[config.mk]
export PLATFORM = sky130hd
export DESIGN_NAME = bundle_v6_header_parser
export DESIGN_NICKNAME = d
export VERILOG_FILES = /design/src/rtl/core/bv6_pkg.sv /design/src/rtl/core/bv6_front.sv /design/src/rtl/core/bv6_back.sv /design/src/rtl/core/bundle_v6_header_parser.sv
export SDC_FILE = /design/constraint.sdc
export NUM_CORES = 2
export LEC_CHECK = 0
export BUFFER_PORTS_ARGS = -buffer_cell sky130_fd_sc_hd__buf_2
export CORE_AREA = 3 3 327 329
export DETAILED_ROUTE_END_ITERATION = 7
export DIE_AREA = 0 0 330 332
export SLEW_MARGIN = 20
export SYNTH_ARGS = -nofsm -noshare
export SYNTH_HDL_FRONTEND = slang
export SYNTH_SLANG_ARGS = --single-unit
[constraint.sdc]
create_clock -name clk -period 10 [get_ports clk]
set_clock_uncertainty 0.05 [all_clocks]
set_input_delay 0.5 -clock clk [delete_from_list [all_inputs] [get_ports clk]]
set_output_delay 0.5 -clock clk [all_outputs]
set_load 0.005 [all_outputs]
[src/rtl/core/bv6_pkg.sv]
package bv6_pkg;

	typedef struct packed {
		logic [7:0] data_byte;
		logic       frame_start;
	} in_item_t;

	typedef struct packed {
		logic [4:0]  field_id;
		logic [63:0] field_value;
		logic        field_done;
		logic [7:0]  block_kind;
		logic [1:0]  parse_status;
		logic [2:0]  error_code;
		logic        bundle_accepted;
		logic        last;
	} out_item_t;

	localparam logic [4:0] ST_NONE      = 5'd0;
	localparam logic [4:0] ST_VERSION   = 5'd1;
	localparam logic [4:0] ST_PROC      = 5'd2;
	localparam logic [4:0] ST_PLEN      = 5'd3;
	localparam logic [4:0] ST_DEST_SCH  = 5'd4;
	localparam logic [4:0] ST_TIMESTAMP = 5'd12;
	localparam logic [4:0] ST_SEQ       = 5'd13;
	localparam logic [4:0] ST_LIFETIME  = 5'd14;
	localparam logic [4:0] ST_DLEN      = 5'd15;
	localparam logic [4:0] ST_DICT      = 5'd16;
	localparam logic [4:0] ST_FRAG      = 5'd17;
	localparam logic [4:0] ST_ADU       = 5'd18;
	localparam logic [4:0] ST_TYPE      = 5'd19;
	localparam logic [4:0] ST_BFLAGS    = 5'd20;
	localparam logic [4:0] ST_RCNT      = 5'd21;
	localparam logic [4:0] ST_RSCH      = 5'd22;
	localparam logic [4:0] ST_RSSP      = 5'd23;
	localparam logic [4:0] ST_DATALEN   = 5'd24;
	localparam logic [4:0] ST_DATA      = 5'd25;
	localparam logic [4:0] ST_DONE      = 5'd26;

	localparam logic [1:0] STAT_PARSING = 2'd0;
	localparam logic [1:0] STAT_DONE    = 2'd1;
	localparam logic [1:0] STAT_ERROR   = 2'd2;

	localparam logic [2:0] ERR_NONE     = 3'd0;
	localparam logic [2:0] ERR_SDNV     = 3'd1;
	localparam logic [2:0] ERR_PRIMARY  = 3'd2;
	localparam logic [2:0] ERR_DICT     = 3'd3;
	localparam logic [2:0] ERR_QUOTA    = 3'd4;

	localparam logic [0:0] CFG_QUOTA = 1'b0;
	localparam logic [0:0] CFG_BASE  = 1'b1;

	localparam logic [31:0] QUOTA_RESET      = 32'd65536;
	localparam logic [63:0] PROC_IS_FRAGMENT = 64'h1;
	localparam logic [63:0] BLK_FLAG_LAST    = 64'h8;
	localparam logic [63:0] BLK_FLAG_HAS_EID = 64'h40;
	localparam logic [7:0]  BLK_TYPE_PAYLOAD = 8'd1;

	// SDNV field width in bits per stage; 0 for raw-byte stages.
	function automatic logic [6:0] field_width(input logic [4:0] s);
		logic [6:0] w;
		case (s)
			ST_PROC, ST_FRAG, ST_ADU, ST_BFLAGS, ST_DATALEN: w = 7'd32;
			ST_TIMESTAMP, ST_LIFETIME: w = 7'd64;
			ST_PLEN, ST_SEQ, ST_DLEN, ST_RCNT, ST_RSCH, ST_RSSP: w = 7'd16;
			default: w = (s >= ST_DEST_SCH && s < ST_TIMESTAMP) ? 7'd16 : 7'd0;
		endcase
		return w;
	endfunction

	function automatic logic pair_ok(input logic [15:0] sch, input logic [15:0] ssp,
		input logic [15:0] dl);
		return (sch != ssp) && (sch < dl) && (ssp < dl);
	endfunction

endpackage

[src/rtl/core/bv6_front.sv]
module bv6_front
	import bv6_pkg::*;
(
	input  logic     clk,
	input  logic     arst_n,
	input  logic     in_valid,
	output logic     in_ready,
	input  in_item_t in_data,
	output logic     q_valid,
	input  logic     q_ready,
	output in_item_t q_data
);

	// Two-entry queue decoupling input acceptance from the parser core.
	logic [1:0] cnt_q;
	logic       rd_q, wr_q;
	in_item_t   mem_q [2];

	logic push, pop;

	assign in_ready = (cnt_q != 2'd2);
	assign q_valid  = (cnt_q != 2'd0);
	assign q_data   = mem_q[rd_q];
	assign push     = in_valid && in_ready;
	assign pop      = q_valid && q_ready;

	always_ff @(posedge clk) begin
		if (push) begin
			mem_q[wr_q] <= in_data;
		end
	end

	always_ff @(posedge clk or negedge arst_n) begin
		if (!arst_n) begin
			cnt_q <= 2'd0;
			rd_q  <= 1'b0;
			wr_q  <= 1'b0;
		end else begin
			if (push) begin
				wr_q <= ~wr_q;
			end
			if (pop) begin
				rd_q <= ~rd_q;
			end
			cnt_q <= cnt_q + {1'b0, push} - {1'b0, pop};
		end
	end

	assert property (@(posedge clk) disable iff (!arst_n) cnt_q <= 2'd2)
		else $error("queue count out of range");
	assert property (@(posedge clk) disable iff (!arst_n)
		(cnt_q == 2'd0) |-> !q_valid)
		else $error("empty queue shows valid");
	assert property (@(posedge clk) disable iff (!arst_n)
		(push && !pop) |=> (cnt_q == $past(cnt_q) + 2'd1))
		else $error("push lost");

endmodule

[src/rtl/core/bv6_back.sv]
module bv6_back
	import bv6_pkg::*;
#(
	parameter int EID_REF_BYTES = 4
)
(
	input  logic      clk,
	input  logic      arst_n,
	input  logic      q_valid,
	output logic      q_ready,
	input  in_item_t  q_data,
	input  logic      cfg_we,
	input  logic      cfg_sel,
	input  logic [31:0] cfg_wdata,
	output logic      out_valid,
	input  logic      out_ready,
	output out_item_t out_data
);

	localparam logic [32:0] REF_BYTES = 33'(EID_REF_BYTES);

	logic [31:0] quota_q, base_q;
	logic [4:0]  stage_q;
	logic [63:0] acc_q;
	logic [15:0] prim_left_q, ref_idx_q, ref_tot_q, dict_len_q, pend_q;
	logic [31:0] bytes_left_q;
	logic [15:0] offs_q [8];
	logic [32:0] usage_q;
	logic        fl_frag_q, fl_last_q, fl_pay_q, fl_bad_q;
	logic [1:0]  status_q;
	logic [2:0]  err_q;
	logic [7:0]  kind_q;

	out_item_t out_q;
	logic      out_v_q;

	assign q_ready   = !out_v_q || out_ready;
	assign out_valid = out_v_q;
	assign out_data  = out_q;

	// Effective state after an optional frame restart.
	logic        fs;
	logic [4:0]  st;
	logic [63:0] acc;
	logic [15:0] pl, rtot, rid, dl, pend;
	logic [31:0] bl;
	logic [32:0] use0;
	logic        ffrag, flast, fpay, fbad;
	logic [1:0]  stat;
	logic [2:0]  erc;
	logic [7:0]  kind;
	logic [15:0] offs [8];
	logic [7:0]  b;

	// Next values.
	logic [4:0]  nxt;
	logic [2:0]  err;
	logic [4:0]  fid;
	logic [63:0] val;
	logic        done, fin, accd;
	logic [63:0] acc_n;
	logic        sd_ovf;
	logic [6:0]  w;
	logic [32:0] add_amt, use_n;
	logic        use_upd;
	logic        over;
	logic [15:0] pl_n, rid_n, rtot_n, dl_n, pend_n;
	logic [31:0] bl_n;
	logic        ffrag_n, flast_n, fpay_n, fbad_n;
	logic [7:0]  kind_n;
	logic        off_we;
	logic [2:0]  off_idx;
	logic        prim_chk;

	always_comb begin
		b  = q_data.data_byte;
		fs = q_data.frame_start;
		st    = fs ? ST_VERSION : stage_q;
		acc   = fs ? 64'd0 : acc_q;
		pl    = fs ? 16'd0 : prim_left_q;
		rtot  = fs ? 16'd0 : ref_tot_q;
		rid   = fs ? 16'd0 : ref_idx_q;
		dl    = fs ? 16'd0 : dict_len_q;
		pend  = fs ? 16'd0 : pend_q;
		bl    = fs ? 32'd0 : bytes_left_q;
		use0  = fs ? {1'b0, base_q} : usage_q;
		ffrag = fs ? 1'b0 : fl_frag_q;
		flast = fs ? 1'b0 : fl_last_q;
		fpay  = fs ? 1'b0 : fl_pay_q;
		fbad  = fs ? 1'b0 : fl_bad_q;
		stat  = fs ? STAT_PARSING : status_q;
		erc   = fs ? ERR_NONE : err_q;
		kind  = fs ? 8'd0 : kind_q;
		for (int i = 0; i < 8; i++) begin
			offs[i] = fs ? 16'd0 : offs_q[i];
		end
	end

	always_comb begin
		nxt = st; err = ERR_NONE; fid = ST_NONE; val = 64'd0; done = 1'b0;
		fin = 1'b0; accd = 1'b0; acc_n = acc; sd_ovf = 1'b0;
		w = field_width(st); add_amt = 33'd0; use_upd = 1'b0;
		pl_n = pl; rid_n = rid; rtot_n = rtot; dl_n = dl; pend_n = pend; bl_n = bl;
		ffrag_n = ffrag; flast_n = flast; fpay_n = fpay; fbad_n = fbad; kind_n = kind;
		off_we = 1'b0; off_idx = 3'(st - ST_DEST_SCH);
		prim_chk = (st >= ST_DEST_SCH) && (st < ST_TYPE);
		use_n = use0;
		over = 1'b0;
		if (stat == STAT_PARSING) begin
			if (prim_chk) begin
				if (pl == 16'd0) begin
					err = ERR_PRIMARY;
				end else begin
					pl_n = pl - 16'd1;
				end
			end
			if (err == ERR_NONE) begin
				fid = st;
				case (st)
					ST_VERSION: begin
						val = {56'd0, b}; done = 1'b1; nxt = ST_PROC;
					end
					ST_DICT, ST_DATA: begin
						val = {56'd0, b};
						bl_n = bl - 32'd1;
						if (bl_n == 32'd0) begin
							done = 1'b1;
							if (st == ST_DICT) begin
								nxt = ffrag ? ST_FRAG : ST_TYPE;
							end else begin
								nxt = flast ? ST_DONE : ST_TYPE;
							end
						end
					end
					ST_TYPE: begin
						val = {56'd0, b}; done = 1'b1; kind_n = b;
						if (b == BLK_TYPE_PAYLOAD) begin
							fpay_n = 1'b1;
						end
						nxt = ST_BFLAGS;
					end
					default: begin
						sd_ovf = (acc >> (w - 7'd7)) != 64'd0;
						if (sd_ovf) begin
							err = ERR_SDNV;
						end else begin
							acc_n = {acc[56:0], b[6:0]};
							val = acc_n;
							if (!b[7]) begin
								done = 1'b1;
								case (st)
									ST_PROC: begin
										if ((acc_n & PROC_IS_FRAGMENT) != 64'd0) begin
											ffrag_n = 1'b1;
										end
										nxt = ST_PLEN;
									end
									ST_PLEN: begin
										pl_n = acc_n[15:0]; nxt = ST_DEST_SCH;
									end
									ST_DLEN: begin
										dl_n = acc_n[15:0];
										if (dl_n == 16'd0) begin
											err = ERR_DICT;
										end else begin
											bl_n = {16'd0, dl_n};
											add_amt = {17'd0, dl_n} + 33'd1;
											use_upd = 1'b1;
											nxt = ST_DICT;
										end
									end
									ST_ADU: nxt = ST_TYPE;
									ST_BFLAGS: begin
										flast_n = (acc_n & BLK_FLAG_LAST) != 64'd0;
										nxt = ((acc_n & BLK_FLAG_HAS_EID)
											!= 64'd0) ? ST_RCNT : ST_DATALEN;
									end
									ST_RCNT: begin
										rtot_n = acc_n[15:0]; rid_n = 16'd0;
										add_amt = 33'(REF_BYTES * {17'd0, rtot_n});
										use_upd = 1'b1;
										nxt = (rtot_n == 16'd0) ? ST_DATALEN : ST_RSCH;
									end
									ST_RSCH: begin
										pend_n = acc_n[15:0]; nxt = ST_RSSP;
									end
									ST_RSSP: begin
										if (!pair_ok(pend, acc_n[15:0], dl)) begin
											fbad_n = 1'b1;
										end
										rid_n = rid + 16'd1;
										nxt = (rid_n == rtot) ? ST_DATALEN : ST_RSCH;
									end
									ST_DATALEN: begin
										bl_n = acc_n[31:0];
										add_amt = {1'b0, acc_n[31:0]};
										use_upd = 1'b1;
										nxt = (bl_n == 32'd0) ? (flast ? ST_DONE : ST_TYPE)
											: ST_DATA;
									end
									default: begin
										// Only the eight EID offset fields are kept.
										if (st >= ST_DEST_SCH && st < ST_TIMESTAMP) begin
											off_we = 1'b1;
										end
										nxt = st + 5'd1;
									end
								endcase
								if (use_upd) begin
									use_n = use0 + add_amt;
									over = use_n > {1'b0, quota_q};
									if (over) begin
										err = ERR_QUOTA;
										nxt = st;
									end
								end
							end
						end
					end
				endcase
			end
			if (err == ERR_SDNV || err == ERR_PRIMARY) begin
				val = 64'd0; done = 1'b0;
			end
			if (err == ERR_PRIMARY) begin
				fid = ST_NONE;
			end
			if (err == ERR_NONE && nxt == ST_DONE) begin
				fin = 1'b1;
				accd = fpay && !fbad_n;
				for (int k = 0; k < 8; k += 2) begin
					if (!pair_ok(offs[k], offs[k+1], dl)) begin
						accd = 1'b0;
					end
				end
			end
		end
	end

	logic take;
	assign take = q_valid && q_ready;

	always_ff @(posedge clk) begin
		if (take) begin
			out_q.field_id        <= fid;
			out_q.field_value     <= val;
			out_q.field_done      <= done;
			out_q.block_kind      <= kind_n;
			out_q.parse_status    <= (err != ERR_NONE) ? STAT_ERROR
				: (fin ? STAT_DONE : stat);
			out_q.error_code      <= (err != ERR_NONE) ? err : erc;
			out_q.bundle_accepted <= accd;
			out_q.last            <= fin;
		end
	end

	always_ff @(posedge clk or negedge arst_n) begin
		if (!arst_n) begin
			quota_q <= QUOTA_RESET; base_q <= 32'd0;
			stage_q <= ST_VERSION; acc_q <= 64'd0; prim_left_q <= 16'd0;
			bytes_left_q <= 32'd0; ref_idx_q <= 16'd0; ref_tot_q <= 16'd0;
			dict_len_q <= 16'd0; pend_q <= 16'd0; usage_q <= 33'd0;
			fl_frag_q <= 1'b0; fl_last_q <= 1'b0; fl_pay_q <= 1'b0; fl_bad_q <= 1'b0;
			status_q <= STAT_PARSING; err_q <= ERR_NONE; kind_q <= 8'd0;
			for (int i = 0; i < 8; i++) begin
				offs_q[i] <= 16'd0;
			end
			out_v_q <= 1'b0;
		end else begin
			if (cfg_we) begin
				if (cfg_sel == CFG_QUOTA) begin
					quota_q <= cfg_wdata;
				end else begin
					base_q <= cfg_wdata;
				end
			end
			if (take) begin
				out_v_q <= 1'b1;
			end else if (out_ready) begin
				out_v_q <= 1'b0;
			end
			if (take) begin
				prim_left_q <= pl_n; bytes_left_q <= bl_n; ref_idx_q <= rid_n;
				ref_tot_q <= rtot_n; dict_len_q <= dl_n; pend_q <= pend_n;
				usage_q <= use_n; fl_frag_q <= ffrag_n; fl_last_q <= flast_n;
				fl_pay_q <= fpay_n; fl_bad_q <= fbad_n; kind_q <= kind_n;
				for (int i = 0; i < 8; i++) begin
					offs_q[i] <= (off_we && err == ERR_NONE && off_idx == 3'(i))
						? acc_n[15:0] : offs[i];
				end
				if (err != ERR_NONE) begin
					status_q <= STAT_ERROR; err_q <= err;
					stage_q <= st; acc_q <= acc_n;
				end else begin
					err_q <= erc;
					status_q <= fin ? STAT_DONE : stat;
					stage_q <= nxt;
					acc_q <= (nxt != st) ? 64'd0 : acc_n;
				end
			end
		end
	end

	assert property (@(posedge clk) disable iff (!arst_n)
		(out_valid && !out_ready) |=> out_valid)
		else $error("result dropped while stalled");
	assert property (@(posedge clk) disable iff (!arst_n)
		(status_q == STAT_ERROR) |-> (err_q != ERR_NONE))
		else $error("error status without code");
	assert property (@(posedge clk) disable iff (!arst_n)
		(status_q == STAT_DONE) |-> (stage_q == ST_DONE))
		else $error("done status off the done stage");

endmodule

[src/rtl/core/bundle_v6_header_parser.sv]
// Channel   Signals                              Direction
// in        in_valid/in_ready, in_data          into block
// out       out_valid/out_ready, out_data       out of block
// cfg       cfg_valid/cfg_ready, cfg_index/data into block
//
// One byte is taken per cycle while the output is not stalled; each result is
// registered and appears in the cycle after its byte leaves the two-entry input queue.
// Reset restores quota 65536, base usage 0 and the version stage.
// Either side may stall; the queue and the output register absorb it.
module bundle_v6_header_parser
	import bv6_pkg::*;
#(
	parameter int EID_REF_BYTES = 4
)
(
	input  logic        clk,
	input  logic        arst_n,
	input  logic        in_valid,
	output logic        in_ready,
	input  in_item_t    in_data,
	output logic        out_valid,
	input  logic        out_ready,
	output out_item_t   out_data,
	input  logic        cfg_valid,
	output logic        cfg_ready,
	input  logic [0:0]  cfg_index,
	input  logic [31:0] cfg_data
);

	logic     q_valid, q_ready;
	in_item_t q_data;

	assign cfg_ready = 1'b1;

	bv6_front u_front (
		.clk(clk), .arst_n(arst_n),
		.in_valid(in_valid), .in_ready(in_ready), .in_data(in_data),
		.q_valid(q_valid), .q_ready(q_ready), .q_data(q_data)
	);

	bv6_back #(.EID_REF_BYTES(EID_REF_BYTES)) u_back (
		.clk(clk), .arst_n(arst_n),
		.q_valid(q_valid), .q_ready(q_ready), .q_data(q_data),
		.cfg_we(cfg_valid), .cfg_sel(cfg_index[0]), .cfg_wdata(cfg_data),
		.out_valid(out_valid), .out_ready(out_ready), .out_data(out_data)
	);

endmodule

======== Yosys cells after proc, flatten, opt, wreduce, memory -nomap -nowiden ========
Memory sizes are Yosys's and may differ from the RTL's.
Index checks and enable logic that the tools add are counted.
cells by class
  add/subtract/negate cells ............... 10
  $lt $le $gt $ge ......................... 14
  eq/ne operators ......................... 36
  shift operators ......................... 1
  muxes and demuxes ....................... 181
  bitwise operators ....................... 5
  reduce and logical (&&, ||, !) cells .... 56
operator list
  cell                                                                  number
  16-bit 2-to-1 mux                                                     52
  64-bit 2-to-1 mux                                                     7
  33-bit 2-to-1 mux                                                     13
  32-bit 2-to-1 mux                                                     6
  16-bit < comparator                                                   10
  32-bit case mux with 2 select lines                                   2
  33-bit case mux with 3 select lines                                   1
  16-bit inequality test                                                5
  5-bit 2-to-1 mux                                                      14
  32-bit zero test                                                      2
  64-bit nonzero test                                                   1
  64-bit by 7-bit >> shifter with 64-bit output                         1
  5-bit equality test, second input constant                            11
  1-bit 2-to-1 mux                                                      51
  8-bit 2-to-1 mux                                                      6
  5-bit case mux with 9 select lines                                    1
  3-bit 2-to-1 mux                                                      14
  33-bit adder                                                          1
  33-bit by 32-bit > comparator with 1-bit output                       1
  16-bit zero test                                                      2
  16-bit case mux with 2 select lines                                   1
  32-bit by 1-bit subtractor with 32-bit output, second input constant  1
  1-bit logical AND                                                     25
  7-bit case mux with 3 select lines                                    1
  41 further kinds                                                      74
storage, ports and cells
  register bits ........................... 513
  RAM bits ................................ 18
  input port bits ......................... 47
  logic and storage cells ................. 343
  memories kept ........................... 1
memory list
  name           depth  width  rd ports  clocked after memory_dff  wr ports  line             RTL
  u_front.mem_q  2      9      1         0                         1         bv6_front.sv:17  in_item_t mem_q [2];

======== Longest topological paths before layout ========
An unclocked memory read counts as a cell.
  depth in word-level cells ............... 28
  mapped depth ............................ 45
  mapped depth without buffers ............ 36

======== Hierarchy ========
A second synthesis with hierarchy kept.
second synthesis, totals
  cell total of the unflattened synthesis .. 3665
  area total of the unflattened synthesis .. 33400.8 um^2
by module, submodules not included
  module                   times used  cells an instance  area each (um^2)
  bv6_back                 1           3618               32543.7
  bv6_front                1           45                 845.8
  bundle_v6_header_parser  1           2                  11.3

======== Least setup slack after synthesis ========
Ideal clock, no wire load.
  path type ............................... register to register
  start ................................... reg u_front.rd_q
  end ..................................... reg u_back.acc_q[44]
  setup time .............................. 82 ps
  arrival time ............................ 8649 ps
  data required time ...................... 9868 ps
  path slack .............................. 1218 ps
  stages on the path, launching flop included .. 46
  buffers on the path ..................... 11
  clock period less this slack ............ 8782 ps
  cell sequence ........................... dfrtp_1 -> buf_2 -> mux2i_2 -> buf_2 -> buf_2 -> buf_2 -> and2_1 -> clkbuf_1 -> ha_1 -> clkbuf_1 -> clkbuf_1 -> and3_1 -> ha_1 -> clkbuf_1 -> nand2_1 -> clkbuf_1 -> o21ai_0 -> ha_1 -> (+10 left out) -> o21bai_1 -> a21oi_1 -> xnor2_1 -> ha_1 -> nand4_1 -> nor4_1 -> nand2_1 -> nor4_1 -> or3_1 -> o22ai_2 -> nor2_1 -> nor4b_1 -> a41oi_2 -> mux2i_2 -> a31oi_4 -> buf_6 -> buf_6 -> o22ai_1
between the ends
  word-level cells in the longest chain between the ends .. 23
RTL lines
  item                                                                          line                                               RTL
  start: declaration                                                            bv6_front.sv:16                                    logic rd_q, wr_q;
  start signal: assignment                                                      bv6_front.sv:43                                    rd_q <= ~rd_q;
  memory read 2 x 9 bit (*)                                                     --
  64-bit 2-to-1 mux                                                             bv6_back.sv:79                                     acc = fs ? 64'd0 : acc_q;
  16-bit by 1-bit adder with 17-bit output or 16-bit zero test (tied branches)  bv6_back.sv:167, bv6_back.sv:163, bv6_back.sv:182
  33-bit 2-to-1 mux                                                             bv6_back.sv:163                                    if (dl_n == 16'd0) begin
  33-bit case mux with 3 select lines                                           bv6_back.sv:151                                    case (st)
  33-bit 2-to-1 mux                                                             bv6_back.sv:149                                    if (!b[7]) begin
  33-bit 2-to-1 mux                                                             bv6_back.sv:144                                    if (sd_ovf) begin
  33-bit 2-to-1 mux                                                             bv6_back.sv:119                                    case (st)
  (+6 left out)                                                                 --
  5-bit 2-to-1 mux                                                              bv6_back.sv:149
  5-bit 2-to-1 mux                                                              bv6_back.sv:144
  5-bit case mux with 3 select lines                                            bv6_back.sv:119
  5-bit 2-to-1 mux                                                              bv6_back.sv:117                                    if (err == ERR_NONE) begin
  5-bit 2-to-1 mux (2 in series)                                                bv6_back.sv:109                                    if (stat == STAT_PARSING) begin
  5-bit inequality test                                                         bv6_back.sv:298                                    acc_q <= (nxt != st) ? 64'd0 : acc_n;
  64-bit 2-to-1 mux                                                             bv6_back.sv:298
  64-bit 2-to-1 mux (*)                                                         bv6_back.sv:291                                    if (err != ERR_NONE) begin
  end signal: assignment                                                        bv6_back.sv:293                                    stage_q <= st; acc_q <= acc_n;
  end signal: assignment                                                        bv6_back.sv:298
  end: declaration                                                              bv6_back.sv:24                                     logic [63:0] acc_q;
Every way passes the cells marked *; elsewhere a longest branch is shown, timed or not. The select of a mux whose other input is x is not followed.
A chain may end at the register's enable or synchronous reset.

======== Worst setup path in the final report ========
  start ................................... reg u_front.rd_q
  end ..................................... reg u_back.acc_q[60]
The elaborated chain is that of the path after synthesis.

==> results.ini <==
[run_status]
status=finished clean

[job]
drv_cap=0

[yosys]
postSynthNetCount=4085
async_flop_share_pct=80.6
avgSynthCellArea_sq_um=8.72
yosysSeqAreaShare_pct=41.5
ys_types=93
ys.warnings.count=0
syn_area_sq_um=33200
ys_seq_elements=531
synthFlopType=dfrtp_1
synth_cells=3814
synth_edf_count=103

[drt]
vias_per_cell=5.64
drc_errors=0
drt_iter0_markers=3051
antenna_left=0
wirelength_um=118000
drtPass1Iterations=5
wl_per_cell_um=22.1
vias=30100

[clock_network]
path_clk_slew_ns=0.07
cts_max_level=3
cts_tree=done
post_cts_buffers=0
insertion_delay_ns=0.63
clockBufferDepth=3
root_buffer=clkbuf_16
cts_buffers=66
cts_sinks=531

[global_routing]
grt_max_degree=109
grt_pass1_wl_um=180000
grt_usage_pct=21.0
grt_pass1_vias=28600
antenna_found_initial=8
gr-total-overflow=0

[power]
p_per_area_nw_per_um2=261
ir_worst_vdd_mv=0.292
p_leak_uw=0.0171

[min_path]
holdCritPathClass=primary input to flip-flop
min_from=in_data[6]
hold_end=u_front.mem_q[0][6]
hold_path_depth=1

[finish]
fin_nets=4167
layout.cells.non_filler=5331
area_growth_pct=13.5
layout-drive-gt1-share_pct=10.6
final_util_pct=36.4

[setup_path]
worstSetupStartpointType=flip-flop
r2r_cells=28
cpMostUsedCell=ha_1
worstPathArrival_ns=9.92
regToRegStartpoint=u_front.rd_q
slowest_delay_ns=0.65
r2r-end=u_back.acc_q[60]
worstPathRequired_ns=10.48
reg2reg_setup_slack_ns=0.56
path_class=flip-flop to flip-flop
critPathMaxFanout=48
critical_path.endpoint_type=flip-flop
crit_path_top_delay_cell=a2111oi_1

[sta]
tightest_slew_ns=1.10
slew_viol_final=0
setup_viol=0
hold_slack_ns=0.0344
rsz0062_at_grt=false
max_slew_margin_pct=26.9
fin_setup_tns_ns=0
fmax_ghz=0.106
hold_violations=0
post-route-period-util_pct=94.4
timing.final.crit_period_ns=9.44

[floorplanning]
die_h_um=332
io_pins=135
rows=118
die-area_sq_um=110000
die_width_um=330
initial_core_util_pct=32.0
core_sq_um=104000

[placed_design]
hpwl_um=82000
globalplace.congestion=0.969
portBuffers=133
dp.cells=5206

## worst max path at each step
stage / start / to / slack (ns)
after floorplan: u_front.rd_q / u_back.acc_q[44] / 1.22
after global placement: u_front.rd_q / u_back.acc_q[48] / 0.63
after detailed placement: u_front.rd_q / u_back.acc_q[8] / 0.25
after CTS: u_front.rd_q / u_back.acc_q[14] / 0.22
after global routing: u_front.rd_q / u_back.acc_q[60] / 0.01
final: u_front.rd_q / u_back.acc_q[60] / 0.56
## routing by layer
| metal | routed length, um | vias to the layer above | track usage, % |
|---|---|---|---|
| met3 | 9400 | 238 | 3.86 |
| met5 | 27 | - | 0 |
| met4 | 4120 | 4 | 7.36 |
| li1 | - | 13800 | - |
| met1 | 53200 | 14700 | 30.4 |
| met2 | 50900 | 1283 | 31.3 |
## sequential cells by signal, summed over array words and instances, names as in the netlist, 2 cells and up
register and cells:
u_front.mem_q 18, u_back.base_q 32, u_back.ref_idx_q 16, u_back.dict_len_q 16
u_back.bytes_left_q 32, u_back.prim_left_q 16, u_back.stage_q 5, u_back.ref_tot_q 16
u_front.cnt_q 2, u_back.err_q 3, u_back.status_q 2, u_back.out_data 85
u_back.usage_q 33, u_back.kind_q 8, u_back.offs_q 128, u_back.pend_q 16
u_back.acc_q 64, u_back.quota_q 32
## area by class of cell
cell class / count / area [sq um]
clock inverter: 24 / 223
multi-input combinational: 2931 / 18200
inverter: 143 / 542
antenna: 2 / 5.00
sequential: 531 / 13800
tap: 1380 / 1730
timing repair buffer: 223 / 1380
clock buffer: 97 / 1890
fill: 10700 / 66100
## stage by stage
stage          total power [uW]  cell area, sq um  setup WS, ns
3_3_place_gp               7360             35600         0.626
6_report                   9840             37700         0.560
2_1_floorplan              5710             33200          1.22
3_5_place_dp               7380             35600         0.246
5_1_grt                   10400             37700        0.0126
4_1_cts                    9790             37700         0.224
## cell families after synthesis
| group | Yosys count | synth area share, % |
|---|---|---|
| and+or+nand+nor | 1463 | 20.6 |
| AOI/OAI and AO/OA | 1030 | 19.2 |
| adders and majority gates | 224 | 8.45 |
| xor gates and xnor gates | 150 | 3.95 |
| DFF | 531 | 41.5 |
| muxes | 63 | 2.07 |
| buffers and inverters | 352 | 4.17 |
| other | 1 | 0.0113 |
## critical path: cells and delay by family (launching register included)
family	cells	cell delay, ns
AOI/OAI and AO/OA	13	3.86
and+or+nand+nor	6	1.90
adders and majority gates	3	1.06
xor gates and xnor gates	1	0.18
DFF	1	0.64
buffers and inverters	3	0.76
muxes	2	0.86
## cells in the mapped netlist (all sizes together) (57+ instances only)
| cell type | instances | area [sq um] |
|---|---|---|
| nor4 | 64 | 434 |
| inv | 140 | 526 |
| o22ai | 62 | 394 |
| nand4 | 59 | 375 |
| dfrtp | 426 | 10700 |
| a21oi | 180 | 908 |
| xor2 | 93 | 815 |
| ha | 223 | 2790 |
| xnor2 | 57 | 499 |
| nand3 | 96 | 480 |
| nor2 | 215 | 807 |
| edfxtp | 103 | 3090 |
| and2 | 155 | 970 |
| o21ai | 417 | 2090 |
| nand2 | 675 | 2530 |
| clkbuf | 169 | 634 |
## power by group
part / switching (uW) / internal [uW]
Sequential: 340 / 2640
Combinational: 3200 / 1300
Clock: 987 / 1380
## layout by cell type, fill, tap and decap left out, types with 59 or more instances in the layout
cell / n
edfxtp_1: 103
nand3_1: 96
dfrtp_1: 425
o21ai_0: 405
ha_1: 223
buf_4: 85
and2_1: 153
a21oi_1: 174
nand2_1: 675
o22ai_1: 61
xor2_1: 93
clkbuf_16: 68
inv_1: 138
buf_2: 132
nor2_1: 213
nor4_1: 59
## repair_timing
action / CTS / global route
hold buffers: 2 / 0
endpoints found under the setup margin: 0 / 78
gates resized for setup: 0 / 9
hold endpoints to repair: 85 / 0
Note: power is estimated with default switching activity, not from simulation.
